==> config.mk <==
export PLATFORM = sky130hd
export DESIGN_NAME = zpsf_front
export DESIGN_NICKNAME = d
export VERILOG_FILES = /design/src/sv/zpsf_pkg.sv /design/src/sv/zpsf_front.sv
export SDC_FILE = /design/constraint.sdc
export NUM_CORES = 1
export LEC_CHECK = 0
export BUFFER_PORTS_ARGS = -buffer_cell sky130_fd_sc_hd__buf_2
export CAP_MARGIN = 5
export CELL_PAD_IN_SITES_DETAIL_PLACEMENT = 1
export CELL_PAD_IN_SITES_GLOBAL_PLACEMENT = 2
export CORE_UTILIZATION = 16
export CTS_CLUSTER_DIAMETER = 120
export CTS_CLUSTER_SIZE = 16
export DETAILED_ROUTE_END_ITERATION = 8
export PLACE_DENSITY = 0.84
export SLEW_MARGIN = 20
export SYNTH_ARGS = -nofsm -noshare
export SYNTH_HDL_FRONTEND = slang
export SYNTH_SLANG_ARGS = --single-unit
==> constraint.sdc <==
create_clock -name i_clk -period 2.5 [get_ports i_clk]
set_input_delay 0.25 -clock i_clk [delete_from_list [all_inputs] [get_ports i_clk]]
set_output_delay 0.25 -clock i_clk [all_outputs]
set_load 0.05 [all_outputs]
==> src/sv/zpsf_pkg.sv <==
`timescale 1ns / 1ps
// ----------------------------------------------------------------------------
// Zero-phase smoothing filter package
// Widths, constants, request types and helper codes shared by the filter.
// ----------------------------------------------------------------------------
package zpsf_pkg;

    localparam int SAMPLE_W   = 16;
    localparam int LEVEL_W    = 15;
    localparam int PASS_W     = 3;
    localparam int MAX_PASSES = 4;
    localparam int LEFT_W     = $clog2(MAX_PASSES + 1);

    localparam logic [LEVEL_W-1:0] LEVEL_TOP = 15'h7FFF;
    localparam logic [PASS_W-1:0]  PASS_RST  = 3'd1;

    // Weighted sum width: 6 * 32767 plus rounding fits in 18 bits
    localparam int SUM_W   = 18;
    localparam int MAGIC_W = 19;
    localparam int PROD_W  = SUM_W + MAGIC_W;

    // Reciprocals for exact floor division of an 18-bit sum
    localparam logic [MAGIC_W-1:0] MAGIC_3 = 19'd349526;
    localparam logic [MAGIC_W-1:0] MAGIC_5 = 19'd419431;
    localparam logic [MAGIC_W-1:0] MAGIC_6 = 19'd349526;
    localparam int SHIFT_3 = 20;
    localparam int SHIFT_5 = 21;
    localparam int SHIFT_6 = 21;

    // Front-to-back queue and output queue
    localparam int Q_DEPTH  = 4;
    localparam int Q_AW     = $clog2(Q_DEPTH);
    localparam int OQ_DEPTH = 2;
    localparam int OQ_AW    = $clog2(OQ_DEPTH);

    typedef enum logic [1:0] {
        DIV_NONE,
        DIV_3,
        DIV_5,
        DIV_6
    } t_div;

    typedef struct packed {
        logic signed [SAMPLE_W-1:0] sample_in;
        logic                       last_in;
    } t_in;

    typedef struct packed {
        logic signed [SAMPLE_W-1:0] sample_out;
        logic                       last_out;
        logic [LEVEL_W-1:0]         max_level;
        logic [LEVEL_W-1:0]         min_level;
    } t_out;

    // Request travelling through the cascade: sample, end flag, passes left
    typedef struct packed {
        logic signed [SAMPLE_W-1:0] sample;
        logic                       last;
        logic [LEFT_W-1:0]          left;
    } t_tok;

    // Operands of one smoothing evaluation
    typedef struct packed {
        logic signed [SAMPLE_W-1:0] c;
        logic signed [SAMPLE_W-1:0] n1;
        logic signed [SAMPLE_W-1:0] n2;
        logic                       h1;
        logic                       h2;
        logic                       byp;
        logic                       last;
        logic [LEFT_W-1:0]          left;
    } t_opnd;

endpackage

==> src/sv/zpsf_front.sv <==
`timescale 1ns / 1ps
// ----------------------------------------------------------------------------
// Zero-phase smoothing filter front end
// Holds the pass count register, latches it at the first sample of each
// stream and tags every accepted request with the number of passes to run.
// ----------------------------------------------------------------------------
module zpsf_front import zpsf_pkg::*; (
    input  logic              i_clk,
    input  logic              i_rst_n,
    input  logic              i_cfg_we,
    input  logic [PASS_W-1:0] i_cfg_wdata,
    input  logic              i_push,
    output logic              o_full,
    input  t_in               i_data,
    output logic              o_valid,
    input  logic              i_ready,
    output t_tok              o_tok
);

    logic [PASS_W-1:0] r_pass_count;
    logic              r_in_stream;
    logic [LEFT_W-1:0] r_passes;
    logic [LEFT_W-1:0] n_passes;
    logic              accept;

    assign o_full  = !i_ready;
    assign o_valid = i_push;
    assign accept  = i_push && i_ready;

    // Clamp the configured count at stream start, else keep the latched one
    always_comb begin
        n_passes = r_passes;
        if (!r_in_stream) begin
            if (r_pass_count == '0) begin
                n_passes = LEFT_W'(1);
            end else if (int'(r_pass_count) > MAX_PASSES) begin
                n_passes = LEFT_W'(MAX_PASSES);
            end else begin
                n_passes = LEFT_W'(r_pass_count);
            end
        end
    end

    always_comb begin
        o_tok.sample = i_data.sample_in;
        o_tok.last   = i_data.last_in;
        o_tok.left   = n_passes;
    end

    // Hold configuration and stream state
    always_ff @(posedge i_clk) begin
        if (!i_rst_n) begin
            r_pass_count <= PASS_RST;
            r_in_stream  <= 1'b0;
            r_passes     <= LEFT_W'(1);
        end else begin
            if (i_cfg_we) begin
                r_pass_count <= i_cfg_wdata;
            end
            if (accept) begin
                r_passes    <= n_passes;
                r_in_stream <= !i_data.last_in;
            end
        end
    end

endmodule

==> results by group <==
Floorplan
  • Die height: 54.17 um
  • Starting density of the core: 17.26%
  • I/O Pins: 47
  • # rows: 18
  • Die Width: 54.17 um
  • DIE AREA: 2934 sq um
  • Core region area: 2522 sq um

STA
  • Slew headroom: 82.77%
  • Setup TNS Final: 0 ps
  • Final Cycle Share: 60.39%
  • Slew @ Worst Pin: 260.2 ps
  • Clock Skews: 6.767 ps
  • Final worst path period need: 1510 ps
  • Fmax: 662.4 MHz
  • Final number of hold-violating endpoints: 0
  • Max-slew violation count: 0
  • RSZ-0062 raised after global routing: no
  • # setup viols final: 0

GRT
  • Vias in the first global route: 284
  • Initial antenna violation count: 0
  • Pin count of the biggest net entering global routing: 8
  • Global-route wire length before repair: 1.214 mm
  • Tot GR Track Use: 6.055%
  • Gr ovfl total: 0

Yosys
  • FFs w/ async S/R, synth: 0%
  • Area contributors post-synth: dfxtp_1 32%, buf_4 31%, mux2i_1 6.9%
  • Post-synth top cells: 18 x buf_4, 7 x dfxtp_1, 3 x mux2i_1, 3 x nand2_1, 3 x o21ai_0
  • Syn Inst Count: 49
  • Avg Inst Size Synth: 8.886 sq um
  • Register area share after synthesis: 32.18%
  • Top FF cell, synth: dfxtp_1
  • EDFF count, synth: 0
  • FF+latch count, synth: 7
  • Area leader, netlist: dfxtp_1
  • Syn nets: 74
  • Synthesized area: 435.4 sq um
  • YS warnings: 0
  • Synth top area share: 32.18%
  • Synth unique cells: 16
  • Top-count cell post-synth: buf_4

Critical path
  • Worst setup EP type: output pin
  • Reg2reg setup slack: 1450 ps
  • Critical Path AT: 1260 ps
  • CP Launch Type: register
  • Req. time, crit path: 2250 ps
  • Crit Reg-Reg Endpoint: r_passes[2]$_SDFFE_PN0P_
  • R2r startpoint: r_in_stream$_SDFFE_PN0P_
  • Worst-path fanout max: 6
  • R2R depth: 3
  • CP Class: reg -> out

Placement
  • Final Wtd Congestion: 0.6454
  • # port buffers: 14

Hold path
  • Hold Crit Start: i_cfg_wdata[0]
  • Worst hold endpoint: r_pass_count[0]$_SDFFE_PN1P_
  • Worst Hold Depth: 3
  • Class of the worst hold path: in -> reg

Detailed routing
  • Iteration-0 DRC count of the detailed router: 1
  • 1st-pass router iterations: 2
  • DR WL/cell: 9.873 um
  • Post-DR vias/cell: 3.658
  • Antenna viol nets, final: 0
  • DRC: 0
  • Via count: 289
  • Final WL: 780 um

Clock network
  • Num CTS Buffers: 3
  • Reg clk slew, reported paths: 50 ps
  • Gates resized, CTS repair: 0
  • Setup repair bufs after CTS: 0
  • Clk sinks: 7
  • Worst-Skew Late Latency: 250 ps
  • CTS Hold Bufs: 0
  • Root Driver: clkbuf_4
  • CTS tree: built
  • Depth of the CTS H-tree: 1
  • CTS Buffer Depth: 2

Power
  • Power Dens Cells: 661.7 nW/um^2
  • Peak VDD IR: 0.2213 mV
  • Total power: 0.2873 mW
  • Leakage: 0.2149 nW

Cells and area
  • Fraction of layout cells with a size suffix above 1: 42.86%
  • Area added between synthesis and finish: -0.2875%
  • Layout Nets: 75
  • Diodes inserted: 0

Flow run
  • Max Cap Viol: 0

Run status
  • Status: finished, final reports clean
-- cells by family (layout without fill, tap and decap cells) --
logic type / Yosys count / count (layout) / share of synthesized area, %
buffers and inverters: 19 / 19 / 31.90
AND/OR/NAND/NOR: 12 / 12 / 13.80
flip-flops: 7 / 7 / 32.18
multiplexers: 4 / 4 / 9.483
AO/OA/AOI/OAI: 7 / 7 / 12.64
-- cell usage in the layout (no fill, tap or decap) --
cell type,instances
nor2b_1,2
inv_1,1
clkbuf_1,1
and2_1,1
o211a_1,1
dfxtp_1,7
nor2_1,2
nor2_2,1
buf_2,14
nand2_1,3
clkbuf_4,3
nand3_1,2
a22o_2,2
o21ai_0,3
nand2b_1,1
o21ba_1,1
mux2_2,1
mux2i_1,3
-- per-stage QoR --
step | cells | util (%) | instance area, sq um | worst slack, ps | hold slack [ps]
finish | 79 | 17.21 | 434.2 | 990.4 | 226.8
global route | 79 | 17.21 | 434.2 | 934.0 | 226.2
CTS | 79 | 17.21 | 434.2 | 974.8 | 224.2
detailed placement | 75 | 16.17 | 407.9 | 1244 | 465.4
global placement | 75 | 16.17 | 407.9 | 1273 | 465.8
floorplan | 49 | - | 435.4 | 1341 | 311.9
-- metal layers --
metal  up-vias  global-route usage [%]  wire (um)
met1       139                   6.271        327
met5         -                       0          0
met4         0                   4.274          0
li1        144                       -          -
met2         6                   9.959        397
met3         0                   2.260         56
-- flip-flops by register name, summed over array words and instances (netlist names) --
signal,count
r_in_stream,1
r_passes,3
r_pass_count,3
-- power by group --
part | internal, mW | leakage [nW] | switching [mW]
clock network | 0.0608 | 0.0150 | 0.0407
registers | 0.119 | 0.0578 | 0.00540
logic | 0.0213 | 0.142 | 0.0402
total | 0.201 | 0.215 | 0.0863
-- critical path, stage by stage (launching register included) --
cell and delay, ps:
dfxtp_1 430, mux2_2 370, buf_2 210
-- cell type report --
cell class	count	area (sq um)
Timing Repair Buffer	14	70.07
Clock buffer	4	26.28
Inverter	1	3.754
Tap cell	30	37.54
Multi-Input combinational cell	23	156.4
Sequential cell	7	140.1
Fill cell	327	2088
-- worst max-delay path by stage --
stage / startpoint / to / depth (start not counted)
2_1_floorplan: r_in_stream$_SDFFE_PN0P_ / r_passes[2]$_SDFFE_PN0P_ / 3
3_3_place_gp: r_in_stream$_SDFFE_PN0P_ / o_tok[2] / 2
3_5_place_dp: r_in_stream$_SDFFE_PN0P_ / o_tok[2] / 2
4_1_cts: r_in_stream$_SDFFE_PN0P_ / o_tok[2] / 2
5_1_grt: r_in_stream$_SDFFE_PN0P_ / o_tok[2] / 2
6_report: r_in_stream$_SDFFE_PN0P_ / o_tok[2] / 2
Power figures use the tool's default switching activity.
