## config.mk

```make
export PLATFORM = sky130hd
export DESIGN_NAME = zpsf_fifo
export DESIGN_NICKNAME = d
export VERILOG_FILES = /design/src/sv/zpsf_pkg.sv /design/src/sv/zpsf_fifo.sv
export SDC_FILE = /design/constraint.sdc
export NUM_CORES = 1
export LEC_CHECK = 0
export ABC_AREA = 1
export ABC_CLOCK_PERIOD_IN_PS = 5900
export BUFFER_PORTS_ARGS = -buffer_cell sky130_fd_sc_hd__buf_2
export CAP_MARGIN = 5
export CORE_MARGIN = 2
export CORE_UTILIZATION = 61
export DETAILED_ROUTE_END_ITERATION = 8
export GPL_TIMING_DRIVEN = 0
export HOLD_SLACK_MARGIN = 0.06
export PLACE_DENSITY = 0.92
export SKIP_CTS_REPAIR_TIMING = 1
export SYNTH_ARGS = -nofsm -noshare
export SYNTH_HDL_FRONTEND = slang
export SYNTH_SLANG_ARGS = --single-unit
```

## constraint.sdc

```tcl
create_clock -name i_clk -period 5.9 [get_ports i_clk]
set_input_delay 0.59 -clock i_clk [delete_from_list [all_inputs] [get_ports i_clk]]
set_output_delay 0.59 -clock i_clk [all_outputs]
set_load 0.005 [all_outputs]
```

## src/sv/zpsf_pkg.sv

```systemverilog
`timescale 1ns / 1ps
// ----------------------------------------------------------------------------
// Zero-phase smoothing filter package
// Widths, constants, request types and helper codes shared by the filter.
// ----------------------------------------------------------------------------
package zpsf_pkg;

    localparam int SAMPLE_W   = 16;
    localparam int LEVEL_W    = 15;
    localparam int PASS_W     = 3;
    localparam int MAX_PASSES = 4;
    localparam int LEFT_W     = $clog2(MAX_PASSES + 1);

    localparam logic [LEVEL_W-1:0] LEVEL_TOP = 15'h7FFF;
    localparam logic [PASS_W-1:0]  PASS_RST  = 3'd1;

    // Weighted sum width: 6 * 32767 plus rounding fits in 18 bits
    localparam int SUM_W   = 18;
    localparam int MAGIC_W = 19;
    localparam int PROD_W  = SUM_W + MAGIC_W;

    // Reciprocals for exact floor division of an 18-bit sum
    localparam logic [MAGIC_W-1:0] MAGIC_3 = 19'd349526;
    localparam logic [MAGIC_W-1:0] MAGIC_5 = 19'd419431;
    localparam logic [MAGIC_W-1:0] MAGIC_6 = 19'd349526;
    localparam int SHIFT_3 = 20;
    localparam int SHIFT_5 = 21;
    localparam int SHIFT_6 = 21;

    // Front-to-back queue and output queue
    localparam int Q_DEPTH  = 4;
    localparam int Q_AW     = $clog2(Q_DEPTH);
    localparam int OQ_DEPTH = 2;
    localparam int OQ_AW    = $clog2(OQ_DEPTH);

    typedef enum logic [1:0] {
        DIV_NONE,
        DIV_3,
        DIV_5,
        DIV_6
    } t_div;

    typedef struct packed {
        logic signed [SAMPLE_W-1:0] sample_in;
        logic                       last_in;
    } t_in;

    typedef struct packed {
        logic signed [SAMPLE_W-1:0] sample_out;
        logic                       last_out;
        logic [LEVEL_W-1:0]         max_level;
        logic [LEVEL_W-1:0]         min_level;
    } t_out;

    // Request travelling through the cascade: sample, end flag, passes left
    typedef struct packed {
        logic signed [SAMPLE_W-1:0] sample;
        logic                       last;
        logic [LEFT_W-1:0]          left;
    } t_tok;

    // Operands of one smoothing evaluation
    typedef struct packed {
        logic signed [SAMPLE_W-1:0] c;
        logic signed [SAMPLE_W-1:0] n1;
        logic signed [SAMPLE_W-1:0] n2;
        logic                       h1;
        logic                       h2;
        logic                       byp;
        logic                       last;
        logic [LEFT_W-1:0]          left;
    } t_opnd;

endpackage

```

## src/sv/zpsf_fifo.sv

```systemverilog
`timescale 1ns / 1ps
// ----------------------------------------------------------------------------
// Zero-phase smoothing filter request queue
// Short queue between the front end and the filter cascade.
// ----------------------------------------------------------------------------
module zpsf_fifo import zpsf_pkg::*; (
    input  logic i_clk,
    input  logic i_rst_n,
    input  logic i_valid,
    output logic o_ready,
    input  t_tok i_tok,
    output logic o_valid,
    input  logic i_ready,
    output t_tok o_tok
);

    t_tok            r_mem [Q_DEPTH];
    logic [Q_AW-1:0] r_wp;
    logic [Q_AW-1:0] r_rp;
    logic [Q_AW:0]   r_cnt;
    logic            wr;
    logic            rd;

    assign o_ready = (r_cnt != (Q_AW+1)'(Q_DEPTH));
    assign o_valid = (r_cnt != '0);
    assign o_tok   = r_mem[r_rp];
    assign wr      = i_valid && o_ready;
    assign rd      = o_valid && i_ready;

    // Advance pointers and count
    always_ff @(posedge i_clk) begin
        if (!i_rst_n) begin
            r_wp  <= '0;
            r_rp  <= '0;
            r_cnt <= '0;
        end else begin
            if (wr) begin
                r_wp <= r_wp + Q_AW'(1);
            end
            if (rd) begin
                r_rp <= r_rp + Q_AW'(1);
            end
            if (wr && !rd) begin
                r_cnt <= r_cnt + (Q_AW+1)'(1);
            end else if (rd && !wr) begin
                r_cnt <= r_cnt - (Q_AW+1)'(1);
            end
        end
    end

    // Store incoming request
    always_ff @(posedge i_clk) begin
        if (wr) begin
            r_mem[r_wp] <= i_tok;
        end
    end

endmodule

```

==> results of run 1 <==
-- flip-flops by register name, indices dropped and copies added, names as in the netlist, named ones only --
name and flops:
r_rp 2, r_cnt 3, r_mem 80, r_wp 2
-- layer usage --
metal | part of all wire | wire length, um
met5 | 0 | 0
met4 | 0.018 | 123
met3 | 0.089 | 618
met1 | 0.38 | 2620
met2 | 0.52 | 3570
-- cells in the mapped netlist, drive strengths merged --
master | n | area [um2]
nand2 | 15 | 66.3
inv | 16 | 60.1
clkbuf | 4 | 15.0
buf | 8 | 40.0
o22ai | 20 | 125
o21ai | 41 | 205
ha | 5 | 62.6
edfxtp | 80 | 2400
nor2 | 54 | 205
xor2 | 1 | 8.76
a21oi | 3 | 15.0
fa | 1 | 20.0
dfxtp | 9 | 180
nand3 | 4 | 20.0
nand3b | 1 | 7.51
-- report_power, final --
part           switching (W)  leakage [nW]  internal, W
Sequential         0.0000315         0.807     0.000767
Clock               0.000202        0.0976     0.000236
Combinational       0.000279         0.586     0.000175
Total               0.000512          1.49      0.00118
-- layout make-up --
cell class	instances	area, um2	share of cell area
clock inverter	6	82.6	0.0204
multi-input combinational	145	746	0.184
tap	72	90.1	0.0222
buffer	12	55.1	0.0136
clock buffer	10	128	0.0315
sequential	89	2580	0.637
timing repair buffer	49	310	0.0765
inverter	16	60.1	0.0148
-- worst min path at each step --
stage | to | cells after the start | slack [ps] | from
floorplan | register | 2 | 460 | r_rp[1]
finish | r_mem[3][1] | 1 | 450 | i_tok[1]
CTS | r_mem[0][1] | 1 | 440 | i_tok[1]
global route | r_mem[3][1] | 1 | 430 | i_tok[1]
global placement | r_rp[0] | 2 | 480 | r_rp[0]
detailed placement | r_rp[1] | 2 | 500 | r_rp[1]
-- stage by stage --
stage,total power [W],std cells,utilization,hold WS (ps),area [um2]
after floorplan,0.00107,262,-,464,3430
after global placement,0.00121,379,0.685,484,3750
after detailed placement,0.00126,383,0.702,495,3840
after CTS,0.00169,399,0.741,443,4050
after global routing,0.00178,399,0.741,434,4050
final,0.00169,399,0.741,450,4050
-- cells in the final DEF (no fill, tap or decap), drive strengths merged --
| cell | netlist | layout |
|---|---|---|
| clkinv | 0 | 2 |
| dfxtp | 9 | 9 |
| fa | 1 | 1 |
| inv | 16 | 16 |
| a21oi | 3 | 3 |
| nor2 | 54 | 54 |
| nand3b | 1 | 1 |
| buf | 8 | 57 |
| edfxtp | 80 | 80 |
| o22ai | 20 | 20 |
| o21ai | 41 | 41 |
| nand2 | 15 | 15 |
| xor2 | 1 | 1 |
| ha | 5 | 5 |
| clkbuf | 4 | 14 |
| bufinv | 0 | 2 |
| nand3 | 4 | 4 |
| clkinvlp | 0 | 2 |
-- critical path, cell delays in order, from the launching register on --
cell and delay, ps:
dfxtp_1 330, inv_1 80, clkbuf_1 390, o21ai_1 130, o22ai_1 200, buf_2 180
-- logic make-up after synthesis --
group | after synthesis
AO/OA/AOI/OAI | 64
XOR/XNOR | 1
adder cells (fa/ha/maj) | 6
buffers and inverters | 28
flip-flops | 89
AND/OR/NAND/NOR | 74
==> flow_summary_export.csv, run 1 <==
group,metric,value,unit
critical_path,start_kind,"register",
finish,fin_nets,352,
timing,slew_headroom,0.616,
place,preCtsSetupSlack,3900,ps
routing,routed_wl,6.94,mm
finish,area_growth,18.1,%
synthesis,synth_top_family_by_area,"compound AO/OA/AOI/OAI gates",
synthesis,synthesis.area,3430,um2
timing,setup_ws,3650,ps
place,io_buffers,45,
routing,vias,2252,
grt,use_met1,0.314,
routing,drt-initial-drc-count,300,
clocking,worstSkewPairLatency,350,ps
synthesis,yosys_register_bits,89,
clocking,h-tree-depth,3,
place,place_congestion,0.754,
job,cap_violations,0,
critical_path,critPathMaxFanout,10,
grt,grtUsageMet3,0.0716,
synthesis,synthAdderAreaFrac,0.0241,
floorplan,core,5470,um2
power_and_ir_drop,power_per_cell_area,417,nW/um2
critical_path,r2r_end,"r_cnt[1]",
clocking,cts.clk_slew.worst_paths,90,ps
routing,firstDrtPassIters,4,
synthesis,ys_types,19,
floorplan,io_pins,46,
place,hpwl,4.58,mm
routing,detail-route-antenna-nets,0,
grt,grt_busiest_layer,"met2",
timing,fmax,445,MHz
critical_path,critPathCaptureType,"output port",
synthesis,synth_simple_gate_area_frac,0.0871,
critical_path,crit_end,"o_tok[13]",
timing,worst_clock_skew,12.9,ps
timing,finalCritPeriodShare,0.381,
finish,antenna_cells,0,
clocking,ctsLongestPathBuffers,2,
timing,worst_pin_slew,576,ps
timing,period_minus_slack,2250,ps
run_status,status,"finished clean",
floorplan,placementRows,27,
critical_path,critical_path_arrival,1660,ps
grt,overflow,0,
synthesis,muxShareOfSynthArea,0,
timing,grt_setup_unrepaired,"false",
power_and_ir_drop,p_leak,1.49,nW
clocking,cts_sinks,89,
clocking,cts_root_buffer,"clkbuf_8",
timing,slew_viol_final,0,
grt,grt_pass1_vias,2320,
synthesis,synth_xor_area_frac,0.00255,
power_and_ir_drop,irDropWorstVdd,0.000226,V
clocking,cts_tree,"built",
timing,hold_violations,0,
grt,grt.met2_usage,0.403,
grt,grt_max_degree,17,
critical_path,r2r_start,"r_cnt[1]",
timing,final.setup.tns,0,ps
critical_path,crit_type,"reg -> out",
floorplan,start_util,0.627,
critical_path,cp.required,5310,ps
timing,finalSetupViolCount,0,
grt,antenna_found_initial,0,
synthesis,synth_compound_area_frac,0.101,
synthesis,syn_nets,292,
routing,vias_per_cell,5.64,
worst_hold_path,hold_path_class,"in -> reg",
routing,drc,0,
routing,post_drt_wl_per_cell,17.4,um
synthesis,syn_avg_cell_area,13.1,um2
finish,drive_gt1_frac,0.248,
grt,grt_pass1_wl,11.3,mm
critical_path,r2r_cells,9,
clocking,cts_made_buffers,9,
grt,track_usage,0.249,
critical_path,rrSetupSlack,4010,ps
floorplan,die_h,79.0,um
floorplan,die-area,6240,um2
synthesis,yosysSeqAreaShare,0.752,
floorplan,die_x,79.0,um
finish,nFillCells,343,
synthesis,synthCells,262,
synthesis,yosysWarnings,0,
No activity file was read; power rests on OpenSTA's default activity.
==> inputs of run 2 (changes only) <==
- ABC_CLOCK_PERIOD_IN_PS: 5900 -> 2300
- CORE_UTILIZATION: 61 -> 56
- PLACE_DENSITY: 0.92 -> 0.86
- clock period: 5.9 -> 2.3 ns (I/O delays scaled with it)
==> run 2 against run 1 <==
- core utilization is 6.0 points lower
- combinational power is 150% higher
- non-clock buffer count stayed put
- die area is 8.5% higher
- cell area is 0.59% lower
- sequential power grew to 2.6 times the previous value
- worst setup slack worse by 3300 ps
- hold slack worse by 350 ps
==> flow_summary_export.csv, run 2 (synthesis results as in run 1) <==
group,metric,value,unit
run_status,status,"finished clean",
finish,postLayoutCoreUtil,0.681,
finish,fin_nets,352,
place,io_buffers,45,
routing,detail-route-antenna-nets,0,
worst_hold_path,whs_path_depth,1,
timing,period_minus_slack,1920,ps
critical_path,critPathMaxFanout,5,
power_and_ir_drop,irDropWorstVdd,0.000645,V
finish,drive_gt1_frac,0.254,
job,cap_violations,0,
worst_hold_path,hold_path_class,"in -> reg",
routing,routed_wl,6.53,mm
timing,fmax,521,MHz
grt,grt_pass1_vias,2160,
power_and_ir_drop,seqPwrFrac,0.486,
power_and_ir_drop,switching_power,0.00130,W
grt,track_usage,0.210,
routing,post_drt_wl_per_cell,16.2,um
clocking,cts_root_buffer,"clkbuf_8",
finish,top_regs,"r_mem (80), r_cnt (3)",
floorplan,placementRows,28,
power_and_ir_drop,p_sw_frac,0.309,
worst_hold_path,hp-start,"i_tok[16]",
power_and_ir_drop,finalPower,0.00421,W
clocking,cts_sinks,89,
timing,slew_viol_final,0,
routing,drt-initial-drc-count,195,
floorplan,io_pins,46,
floorplan,die_h,82.3,um
timing,hold_violations,0,
clocking,ctsLongestPathBuffers,2,
critical_path,critical_path_arrival,2160,ps
critical_path,start_kind,"register",
routing,drc,0,
power_and_ir_drop,internal-power,0.00291,W
place,dp_cells,386,
finish,final_cell_mix,"80 x edfxtp_1, 53 x buf_2, 49 x nor2_1, 40 x o21ai_1, 20 x o22ai_1",
critical_path,crit_type,"reg -> reg",
routing,firstDrtPassIters,4,
clocking,worstSkewPairLatency,350,ps
floorplan,start_util,0.580,
clocking,h-tree-depth,3,
timing,finalCritPeriodShare,0.835,
place,place_area,3830,um2
worst_hold_path,min_to,"r_mem[0][16]",
grt,antenna_found_initial,0,
grt,overflow,0,
finish,largest_register,"r_mem",
routing,vias,2194,
finish,layoutNonFillerInstCount,402,
place,hpwl,4.37,mm
clocking,cts_made_buffers,9,
power_and_ir_drop,p_leak,1.48,nW
grt,grt_pass1_wl,10.2,mm
critical_path,critPathCaptureType,"register",
floorplan,core,5920,um2
critical_path,cp.required,2540,ps
finish,area_growth,17.4,%
timing,worst_pin_slew,658,ps
finish,antenna_cells,0,
clocking,cts.clk_slew.worst_paths,90,ps
grt,grt_max_degree,17,
finish,largest_reg_flops,80,
timing,finalSetupViolCount,0,
critical_path,r2r_cells,9,
critical_path,r2r_start,"r_cnt[1]",
floorplan,die_x,82.3,um
place,place_congestion,0.740,
timing,hold_ws,95.6,ps
timing,worst_clock_skew,11.3,ps
power_and_ir_drop,power_per_cell_area,1050,nW/um2
critical_path,r2r_end,"r_cnt[1]",
floorplan,die-area,6770,um2
finish,layout_commonest_cell,"edfxtp_1",
power_and_ir_drop,clock_power_share,0.246,
routing,vias_per_cell,5.46,
timing,grt_setup_unrepaired,"false",
finish,final_area,4030,um2
power_and_ir_drop,p_comb_frac,0.268,
critical_path,rrSetupSlack,380,ps
clocking,cts_tree,"built",
timing,slew_headroom,0.561,
==> run 2: changes by cell type in the layout (fill, tap and decap cells not counted) <==
cell	change
clkinv_2	+1
clkinv_4	+1
buf_16	-1
buf_8	+1
clkinv_1	-2
inv_6	+1
bufinv_16	-1
==> run 2: layer usage <==
layer | wire (um) | GRT usage
met4 | 65 | 0.0817
met5 | 0 | 0
met3 | 486 | 0.0478
met1 | 2610 | 0.267
met2 | 3370 | 0.352
==> run 2: worst max-delay path by stage <==
stage               slack (ps)     start  depth (start not counted)            to
finish                     380  r_cnt[1]                          9      r_cnt[1]
global route               240  r_cnt[0]                         11      r_cnt[2]
CTS                        350  r_cnt[1]                          9      r_cnt[1]
detailed placement         380  r_cnt[1]                          9      r_cnt[1]
global placement          -190  r_cnt[0]                          4  r_mem[3][10]
floorplan                  410  r_cnt[0]                          4   r_mem[0][0]
==> run 2: power groups by stage <==
stage,clock [W],combinational [W],sequential (W)
final,0.00104,0.00113,0.00205
after global routing,0.00111,0.00127,0.00207
after global placement,0,0.00104,0.00208
after detailed placement,0,0.00113,0.00209
after floorplan,0,0.000671,0.00207
after CTS,0.00105,0.00114,0.00205
==> run 2: worst max-delay path: stages (launching register included) <==
cell	delay [ps]
dfxtp_1	350
nor2_2	170
nand2_2	100
nand2_2	160
inv_2	70
ha_1	210
inv_1	100
fa_1	420
o21ai_0	190
nor2_1	60
==> run 2: area by class of cell <==
cell class	instances	area (um2)
flip-flops and latches	89	2580
fillers	393	1890
well taps	75	93.8
inverters	16	60.1
clock inverters	6	67.6
plain buffers	12	55.1
repair buffers	49	298
multi-input cells	145	746
clock buffers	10	128
==> run 2: per-stage QoR <==
stage	TNS [ps]	setup WS, ps
floorplan	0	410
global placement	-12390	-186
detailed placement	0	380
CTS	0	353
global route	0	235
finish	0	379
