===== src/sv/zpsf_pkg.sv =====
`timescale 1ns / 1ps
// ----------------------------------------------------------------------------
// Zero-phase smoothing filter package
// Widths, constants, request types and helper codes shared by the filter.
// ----------------------------------------------------------------------------
package zpsf_pkg;

    localparam int SAMPLE_W   = 16;
    localparam int LEVEL_W    = 15;
    localparam int PASS_W     = 3;
    localparam int MAX_PASSES = 4;
    localparam int LEFT_W     = $clog2(MAX_PASSES + 1);

    localparam logic [LEVEL_W-1:0] LEVEL_TOP = 15'h7FFF;
    localparam logic [PASS_W-1:0]  PASS_RST  = 3'd1;

    // Weighted sum width: 6 * 32767 plus rounding fits in 18 bits
    localparam int SUM_W   = 18;
    localparam int MAGIC_W = 19;
    localparam int PROD_W  = SUM_W + MAGIC_W;

    // Reciprocals for exact floor division of an 18-bit sum
    localparam logic [MAGIC_W-1:0] MAGIC_3 = 19'd349526;
    localparam logic [MAGIC_W-1:0] MAGIC_5 = 19'd419431;
    localparam logic [MAGIC_W-1:0] MAGIC_6 = 19'd349526;
    localparam int SHIFT_3 = 20;
    localparam int SHIFT_5 = 21;
    localparam int SHIFT_6 = 21;

    // Front-to-back queue and output queue
    localparam int Q_DEPTH  = 4;
    localparam int Q_AW     = $clog2(Q_DEPTH);
    localparam int OQ_DEPTH = 2;
    localparam int OQ_AW    = $clog2(OQ_DEPTH);

    typedef enum logic [1:0] {
        DIV_NONE,
        DIV_3,
        DIV_5,
        DIV_6
    } t_div;

    typedef struct packed {
        logic signed [SAMPLE_W-1:0] sample_in;
        logic                       last_in;
    } t_in;

    typedef struct packed {
        logic signed [SAMPLE_W-1:0] sample_out;
        logic                       last_out;
        logic [LEVEL_W-1:0]         max_level;
        logic [LEVEL_W-1:0]         min_level;
    } t_out;

    // Request travelling through the cascade: sample, end flag, passes left
    typedef struct packed {
        logic signed [SAMPLE_W-1:0] sample;
        logic                       last;
        logic [LEFT_W-1:0]          left;
    } t_tok;

    // Operands of one smoothing evaluation
    typedef struct packed {
        logic signed [SAMPLE_W-1:0] c;
        logic signed [SAMPLE_W-1:0] n1;
        logic signed [SAMPLE_W-1:0] n2;
        logic                       h1;
        logic                       h2;
        logic                       byp;
        logic                       last;
        logic [LEFT_W-1:0]          left;
    } t_opnd;

endpackage


===== src/sv/zpsf_levels.sv =====
`timescale 1ns / 1ps
// ----------------------------------------------------------------------------
// Zero-phase smoothing filter level tracker
// Keeps running maximum and minimum of the non-negative results of a stream
// and queues finished results for the output side.
// ----------------------------------------------------------------------------
module zpsf_levels import zpsf_pkg::*; (
    input  logic i_clk,
    input  logic i_rst_n,
    input  logic i_valid,
    output logic o_ready,
    input  t_tok i_tok,
    output logic o_empty,
    input  logic i_pop,
    output t_out o_data
);

    t_out               r_mem [OQ_DEPTH];
    logic [OQ_AW-1:0]   r_wp;
    logic [OQ_AW-1:0]   r_rp;
    logic [OQ_AW:0]     r_cnt;
    logic [LEVEL_W-1:0] r_max;
    logic [LEVEL_W-1:0] r_min;
    logic [LEVEL_W-1:0] n_max;
    logic [LEVEL_W-1:0] n_min;
    t_out               entry;
    logic               wr;
    logic               rd;

    assign o_ready = (r_cnt != (OQ_AW+1)'(OQ_DEPTH));
    assign o_empty = (r_cnt == '0);
    assign o_data  = r_mem[r_rp];
    assign wr      = i_valid && o_ready;
    assign rd      = i_pop && !o_empty;

    // Fold this result into the running levels; markers do not count
    always_comb begin
        n_max = r_max;
        n_min = r_min;
        if (!i_tok.sample[SAMPLE_W-1]) begin
            if (i_tok.sample[LEVEL_W-1:0] > r_max) begin
                n_max = i_tok.sample[LEVEL_W-1:0];
            end
            if (i_tok.sample[LEVEL_W-1:0] < r_min) begin
                n_min = i_tok.sample[LEVEL_W-1:0];
            end
        end
        entry.sample_out = i_tok.sample;
        entry.last_out   = i_tok.last;
        entry.max_level  = n_max;
        entry.min_level  = n_min;
    end

    // Update levels, restart them after the end of a stream; advance queue
    always_ff @(posedge i_clk) begin
        if (!i_rst_n) begin
            r_max <= '0;
            r_min <= LEVEL_TOP;
            r_wp  <= '0;
            r_rp  <= '0;
            r_cnt <= '0;
        end else begin
            if (wr) begin
                r_max <= i_tok.last ? '0 : n_max;
                r_min <= i_tok.last ? LEVEL_TOP : n_min;
                r_wp  <= r_wp + OQ_AW'(1);
            end
            if (rd) begin
                r_rp <= r_rp + OQ_AW'(1);
            end
            if (wr && !rd) begin
                r_cnt <= r_cnt + (OQ_AW+1)'(1);
            end else if (rd && !wr) begin
                r_cnt <= r_cnt - (OQ_AW+1)'(1);
            end
        end
    end

    always_ff @(posedge i_clk) begin
        if (wr) begin
            r_mem[r_wp] <= entry;
        end
    end

endmodule


===== config.mk =====
export PLATFORM = sky130hd
export DESIGN_NAME = zpsf_levels
export DESIGN_NICKNAME = d
export VERILOG_FILES = /design/src/sv/zpsf_pkg.sv /design/src/sv/zpsf_levels.sv
export SDC_FILE = /design/constraint.sdc
export NUM_CORES = 1
export LEC_CHECK = 0
export BUFFER_PORTS_ARGS = -buffer_cell sky130_fd_sc_hd__buf_2
export CELL_PAD_IN_SITES_DETAIL_PLACEMENT = 1
export CELL_PAD_IN_SITES_GLOBAL_PLACEMENT = 2
export CORE_MARGIN = 2
export CORE_UTILIZATION = 44
export CTS_BUF_LIST = sky130_fd_sc_hd__clkbuf_4 sky130_fd_sc_hd__clkbuf_8
export CTS_CLUSTER_SIZE = 30
export DETAILED_ROUTE_END_ITERATION = 8
export PLACE_DENSITY = 0.88
export SYNTH_ARGS = -nofsm -noshare
export SYNTH_HDL_FRONTEND = slang
export SYNTH_SLANG_ARGS = --single-unit

===== constraint.sdc =====
create_clock -name i_clk -period 4.7 [get_ports i_clk]
set_input_delay 0.705 -clock i_clk [delete_from_list [all_inputs] [get_ports i_clk]]
set_output_delay 0.705 -clock i_clk [all_outputs]
set_load 0.1 [all_outputs]

==> results of run 1 <==
path summary, 6_finish.rpt:
check | to | slack (ns) | cells past startpoint
hold / removal | r_max[5] | 0.47 | 2
hold reg to reg | r_max[5] | 0.47 | 2
setup / recovery | o_data[2] | 1.65 | 2
setup reg to reg | r_mem[1][29] | 2.00 | 8
cells by family after synthesis:
logic type	Yosys count	share of synthesized area, %
XOR/XNOR	4	0.611
adder cells (fa/ha/maj)	30	6.54
AO/OA/AOI/OAI	67	8.60
AND/OR/NAND/NOR	45	3.75
multiplexers	77	14.5
flip-flops	129	61.4
buffers and inverters	64	4.58
layout by cell type (no fill, tap or decap), types with 2 or more instances in the layout:
master      n
clkbuf_4    6
nand4_1     2
inv_1      47
buf_4       3
mux2_2     48
ha_1       30
buf_2      69
o21ai_0     8
xnor2_1     3
a21boi_0    2
clkbuf_8   18
a21oi_1     9
nand2_1    22
o22ai_1    15
mux2i_1    29
a21o_1      5
clkinv_2    3
dfxtp_1    34
clkinv_1    3
nand2b_1    2
bufinv_16   2
and3_1      3
nor2_1      4
edfxtp_1   94
and2_1      5
a32oi_1    15
area by class of cell:
cell class,count,area share [%]
flip-flops and latches,129,53.2
repair buffers,72,5.56
inverters,47,2.66
clock buffers,24,4.42
well taps,172,3.25
clock inverters,8,1.30
multi-input cells,223,29.6
power by group:
part	leakage, nW	total, mW	internal, mW	switching, mW
clock network	0.202	0.923	0.512	0.412
logic	1.34	1.70	0.330	1.37
registers	1.16	1.51	1.40	0.103
per-stage QoR:
stage                     power (mW)  util [%]
after CTS                       4.17      52.3
final                           4.13      52.3
after global placement          3.21      49.3
after global routing            4.28      52.3
after detailed placement        3.24      49.3
after floorplan                 2.97         -
sequential cells by signal, summed over array words and instances, names as in the netlist, named ones only:
signal	count
r_mem	94
r_max	15
r_min	15
r_cnt	2
r_rp	1
r_wp	1
critical path: stages (launching register included):
cell	delay, ns
dfxtp_2	1.11
mux2_2	0.33
buf_2	0.42
routing by layer:
| layer | up-vias | global-route usage, % | share of wire (%) |
|---|---|---|---|
| met5 | - | 0 | 0 |
| li1 | 1694 | - | - |
| met3 | 16 | 5.02 | 3.6 |
| met2 | 76 | 31.0 | 48 |
| met1 | 1791 | 24.6 | 46 |
| met4 | 0 | 7.38 | 1.4 |
==> impl_metrics.py, run 1 <==
metrics = {
    "layout": {
        "n_antenna_cell": 0,
        "fillers": 1311,
        "drive_gt1_share_pct": 30.8,
        "multiInputGateArea_um2": 1960,
        "nets": 544,
        "fin_cells": 675,
        "stdcell_area_um2": 6620,
        "syn_to_final_growth_pct": 15.4,
        "regArea_um2": 3520,
    },
    "placed_design": {
        "place_inst": 643,
        "place_area_um2": 6240,
        "place_ws_ns": 1.45,
        "hpwl_mm": 8.23,
        "place.gp.congestion": 0.806,
        "io_buffers": 69,
    },
    "floorplan": {
        "die_w_um": 118,
        "core_um2": 12700,
        "start_util_pct": 45.3,
        "die-area_um2": 14000,
        "io_pins": 73,
        "dieHeight_um": 118,
        "rows": 41,
    },
    "timing": {
        "setup-violations-final": 0,
        "final-hold-violation-count": 0,
        "clock-skew-final_ns": 0.0106,
        "period_share_pct": 64.8,
        "finalMaxSlewViolations": 0,
        "maxSlewHeadroom_pct": 21.4,
        "fin_ws_ns": 1.65,
        "hold_slack_ns": 0.475,
        "fin_crit_ns": 3.05,
        "rsz0062_at_grt": "false",
        "tightest_slew_ns": 1.18,
        "fmax_mhz": 328,
        "fin_tns_setup_ns": 0,
    },
    "synth": {
        "netlist_top_cells_count": "edfxtp_1 (94), mux2_2 (48), inv_1 (47), dfxtp_1 (35), ha_1 (30)",
        "syn_avg_cell_area_um2": 13.8,
        "ys_async_sr_fraction_pct": 0,
        "synth-edff-count": 94,
        "synthFlopType": "edfxtp_1",
        "synth_area_leaders": "edfxtp_1 (49%), dfxtp_1 (12%), mux2_2 (9.4%), ha_1 (6.5%), mux2i_1 (5.1%)",
        "yosysTopAreaCell": "edfxtp_1",
        "syn-num-nets": 470,
        "ys_types": 41,
        "synth_most_common_cell": "edfxtp_1",
        "ys_warn_count": 0,
        "synth_top_area_share_pct": 49.2,
        "syn_inst": 416,
        "syn_area_um2": 5740,
        "ys_seq_elements": 129,
        "seq_area_frac_synth_pct": 61.4,
    },
    "clocking": {
        "cts_root_buf": "clkbuf_8",
        "cts_buffer_depth": 2,
        "htreeDepth": 4,
        "clk_pin_slew_worst_paths_ns": 0.07,
        "postCtsResizedCells": 0,
        "cts_setup_buffers": 0,
        "numClockSinks": 129,
        "cts_tree": "yes",
        "cts_buffers": 17,
        "cts_hold_buf": 0,
        "clkLatencyLatePin_ns": 0.46,
    },
    "detailed_routing": {
        "viasPerCell": 5.30,
        "routedWlPerCell_um": 18.6,
        "num_vias": 3577,
        "first_iter_violations": 152,
        "drc_errors": 0,
        "drtPass1Iterations": 5,
        "routed_wl_mm": 12.5,
        "ant_nets": 0,
    },
    "outcome": {
        "status": "finished clean",
    },
    "global_routing": {
        "grt_pass1_vias": 3887,
        "antenna_found_initial": 0,
        "grt_max_degree": 48,
        "grt_use_total_pct": 19.1,
        "overflow": 0,
        "grt_pass1_wl_mm": 20.4,
    },
    "worst_hold_path": {
        "hold_start": "r_max[5]",
        "hold_path.class": "reg2reg",
    },
    "power_and_ir_drop": {
        "pwr_density_cell_nw_per_um2": 623,
        "vdd_drop_max_uv": 427,
        "p_leak_nw": 2.70,
    },
    "worst_setup_path": {
        "r2r-start": "r_max[9]",
        "crit_type": "reg2out",
        "worstPathArrival_ns": 2.34,
        "worstPathMaxFanout": 47,
        "cp_data_required_time_ns": 3.99,
        "startpoint_type": "flip-flop",
        "worst_setup_path_end_kind": "primary output",
    },
    "flow_run": {
        "drv_cap": 0,
    },
}
(Power assumes the default switching activity.)
==> run 2, diff against run 1 <==
--- a/config.mk
+++ b/config.mk
@@ -5,15 +5,16 @@
 export SDC_FILE = /design/constraint.sdc
 export NUM_CORES = 1
 export LEC_CHECK = 0
+export ABC_AREA = 1
 export BUFFER_PORTS_ARGS = -buffer_cell sky130_fd_sc_hd__buf_2
 export CELL_PAD_IN_SITES_DETAIL_PLACEMENT = 1
 export CELL_PAD_IN_SITES_GLOBAL_PLACEMENT = 2
 export CORE_MARGIN = 2
-export CORE_UTILIZATION = 44
+export CORE_UTILIZATION = 40
 export CTS_BUF_LIST = sky130_fd_sc_hd__clkbuf_4 sky130_fd_sc_hd__clkbuf_8
 export CTS_CLUSTER_SIZE = 30
 export DETAILED_ROUTE_END_ITERATION = 8
-export PLACE_DENSITY = 0.88
+export PLACE_DENSITY = 0.85
 export SYNTH_ARGS = -nofsm -noshare
 export SYNTH_HDL_FRONTEND = slang
 export SYNTH_SLANG_ARGS = --single-unit
==> constraint.sdc (replaced) <==
create_clock -name i_clk -period 3.2 [get_ports i_clk]
set_input_delay 0.48 -clock i_clk [delete_from_list [all_inputs] [get_ports i_clk]]
set_output_delay 0.48 -clock i_clk [all_outputs]
set_load 0.1 [all_outputs]
==> impl_metrics.py, run 2 <==
metrics = {
    "synth": {
        "syn_inst": 570,
        "synth_most_common_cell": "nand2_1",
        "synthFlopType": "edfxtp_1",
        "seq_area_frac_synth_pct": 56.5,
        "syn-num-nets": 624,
        "synth_area_leaders": "edfxtp_1 (45%), dfxtp_1 (11%), mux2_2 (8.5%), nand2_1 (6.9%), ha_1 (6.0%)",
        "ys_seq_elements": 129,
        "ys_warn_count": 0,
        "syn_avg_cell_area_um2": 10.9,
        "syn_area_um2": 6240,
        "ys_types": 28,
        "yosysTopAreaCell": "edfxtp_1",
        "synth-edff-count": 94,
        "synth_top_area_share_pct": 45.3,
        "netlist_top_cells_count": "nand2_1 (114), edfxtp_1 (94), inv_1 (60), nand3_1 (57), mux2_2 (47)",
        "ys_async_sr_fraction_pct": 0,
    },
    "worst_setup_path": {
        "slowest_stage": "clkinv_1",
        "crit_chain": "inv_1 > nand2_1 > nand2_2 > clkinv_1 > ha_1 > a21oi_1 > o21ai_0 > o21ai_0 > a21oi_1",
        "cp.depth": 9,
        "worstPathArrival_ns": 3.12,
        "r2r-end": "r_cnt[1]",
        "crit_type": "reg2reg",
        "r2r-start": "r_cnt[0]",
        "cp_data_required_time_ns": 3.55,
        "worst_setup_path_end_kind": "flip-flop",
        "r2r_slack_ns": 0.43,
        "crit_family": "buffers and inverters",
        "cp_slowest_stage_delay_ns": 0.66,
        "reg2regPathDepth": 9,
        "critPathBufInv": 2,
        "worstPathMaxFanout": 19,
        "startpoint_type": "flip-flop",
    },
    "timing": {
        "final-hold-violation-count": 0,
        "fin_crit_ns": 2.77,
        "rsz0062_at_grt": "false",
        "period_share_pct": 86.6,
        "clock-skew-final_ns": 0.0106,
        "finalMaxSlewViolations": 0,
        "hold_slack_ns": 0.273,
        "fmax_mhz": 361,
        "setup-violations-final": 0,
        "fin_tns_setup_ns": 0,
        "tightest_slew_ns": 0.640,
        "maxSlewHeadroom_pct": 57.2,
    },
    "detailed_routing": {
        "met3_length_um": 628,
        "first_iter_violations": 181,
        "ant_nets": 0,
        "viasPerCell": 5.16,
        "wl_met2_mm": 7.57,
        "drc_errors": 0,
        "met1_length_mm": 6.67,
        "drtPass1Iterations": 5,
        "highest_layer": "met4",
        "num_vias": 4367,
        "routed_wl_mm": 15.2,
        "routedWlPerCell_um": 17.9,
    },
    "layout": {
        "stdcell_area_um2": 7260,
        "largest_register_ffs": 94,
        "drive_gt1_share_pct": 30.7,
        "regArea_um2": 3520,
        "mostFrequentLayoutCell": "nand2_1",
        "reg_top3": "r_mem: 94 flops, r_max: 15 flops, r_min: 15 flops",
        "nets": 700,
        "top_register": "r_mem",
        "fillers": 1659,
        "post-route-util_pct": 47.8,
        "syn_to_final_growth_pct": 16.4,
        "multiInputGateArea_um2": 2380,
        "layout_common_cells": "nand2_1 (114), edfxtp_1 (94), buf_2 (69)",
        "n_antenna_cell": 0,
    },
    "clocking": {
        "cts_tree": "yes",
        "numClockSinks": 129,
        "clkLatencyLatePin_ns": 0.45,
        "htreeDepth": 4,
        "clk_pin_slew_worst_paths_ns": 0.08,
        "cts_buffers": 17,
        "cts_buffer_depth": 2,
        "cts_hold_buf": 0,
        "cts_root_buf": "clkbuf_8",
        "cts_setup_buffers": 0,
        "postCtsResizedCells": 0,
    },
    "power_and_ir_drop": {
        "clockPowerShare_pct": 22.4,
        "seqPwrFrac_pct": 32.6,
        "power_switching_share_pct": 47.4,
        "combPwrFrac_pct": 45.0,
        "p_sw_mw": 3.25,
        "power_mw": 6.85,
        "p_leak_nw": 3.03,
        "internal_power_mw": 3.61,
        "vdd_drop_max_uv": 758,
        "pwr_density_cell_nw_per_um2": 944,
    },
    "placed_design": {
        "place_area_um2": 6820,
        "place.gp.congestion": 0.758,
        "hpwl_mm": 10.3,
        "io_buffers": 69,
    },
    "floorplan": {
        "die_w_um": 129,
        "rows": 45,
        "core_um2": 15200,
        "start_util_pct": 41.0,
        "io_pins": 73,
        "die-area_um2": 16600,
        "dieHeight_um": 129,
    },
    "outcome": {
        "status": "finished clean",
    },
    "global_routing": {
        "antenna_found_initial": 0,
        "grt_pass1_wl_mm": 24.0,
        "grt_pass1_vias": 4586,
        "overflow": 0,
        "grt_max_degree": 37,
        "grt_use_total_pct": 19.3,
    },
    "worst_hold_path": {
        "hold_start": "i_tok[4]",
        "min_path_cells": 1,
        "hold_path.class": "in2reg",
        "min_to": "r_mem[1][31]",
    },
    "flow_run": {
        "drv_cap": 0,
    },
}
run 2: cell count changes in the layout (fill, tap and decap cells not counted), sizes merged, moves of 15 or more:
cell,change
a32oi,-15
a21oi,+33
nand3,+67
inv,+15
nand2,+107
mux2i,-29
o22ai,-15
run 2: through the flow:
| stage | setup slack (ns) | instances |
|---|---|---|
| floorplan | 0.149 | 570 |
| global placement | 0.562 | 815 |
| detailed placement | 0.416 | 815 |
| CTS | 0.423 | 847 |
| global route | 0.133 | 847 |
| finish | 0.429 | 847 |
run 2: worst max-delay path by stage:
stage / startpoint / end / slack (ns)
finish: r_cnt[0] / r_cnt[1] / 0.43
global placement: i_valid / r_cnt[1] / 0.56
CTS: r_cnt[0] / r_cnt[1] / 0.42
floorplan: r_cnt[0] / r_mem[1][0] / 0.15
global route: r_cnt[0] / r_cnt[1] / 0.13
detailed placement: i_valid / r_cnt[1] / 0.42
run 2: power groups by stage:
stage | combinational [mW] | sequential, mW | clock [mW]
finish | 3.09 | 2.23 | 1.54
global route | 3.25 | 2.26 | 1.64
CTS | 3.12 | 2.23 | 1.57
detailed placement | 3.10 | 2.27 | 0
global placement | 3.03 | 2.25 | 0
floorplan | 2.60 | 2.22 | 0
run 2: kinds of logic (layout without fill, tap and decap cells):
logic type / after synthesis / in the layout / share of synthesized area, %
adders and majority gates: 30 / 30 / 6.02
muxes: 47 / 47 / 8.49
xor gates and xnor gates: 1 / 1 / 0.140
and+or+nand+nor: 230 / 230 / 18.7
AOI/OAI and AO/OA: 50 / 50 / 4.65
buffers and inverters: 83 / 172 / 5.52
DFF: 129 / 129 / 56.5
run 2: final cells by class:
| cell class | instances | share of cell area [%] |
|---|---|---|
| Clock buffer | 18 | 3.41 |
| Clock inverter | 14 | 2.60 |
| Inverter | 63 | 3.26 |
| Multi-Input combinational cell | 358 | 32.8 |
| Sequential cell | 129 | 48.6 |
| Tap cell | 188 | 3.24 |
| Timing Repair Buffer | 77 | 6.10 |
run 2: layer usage:
layer | track usage (%) | up-vias
met5 | 0 | -
met4 | 7.61 | 0
met3 | 4.86 | 23
met2 | 33.4 | 103
met1 | 23.2 | 2149
li1 | - | 2092
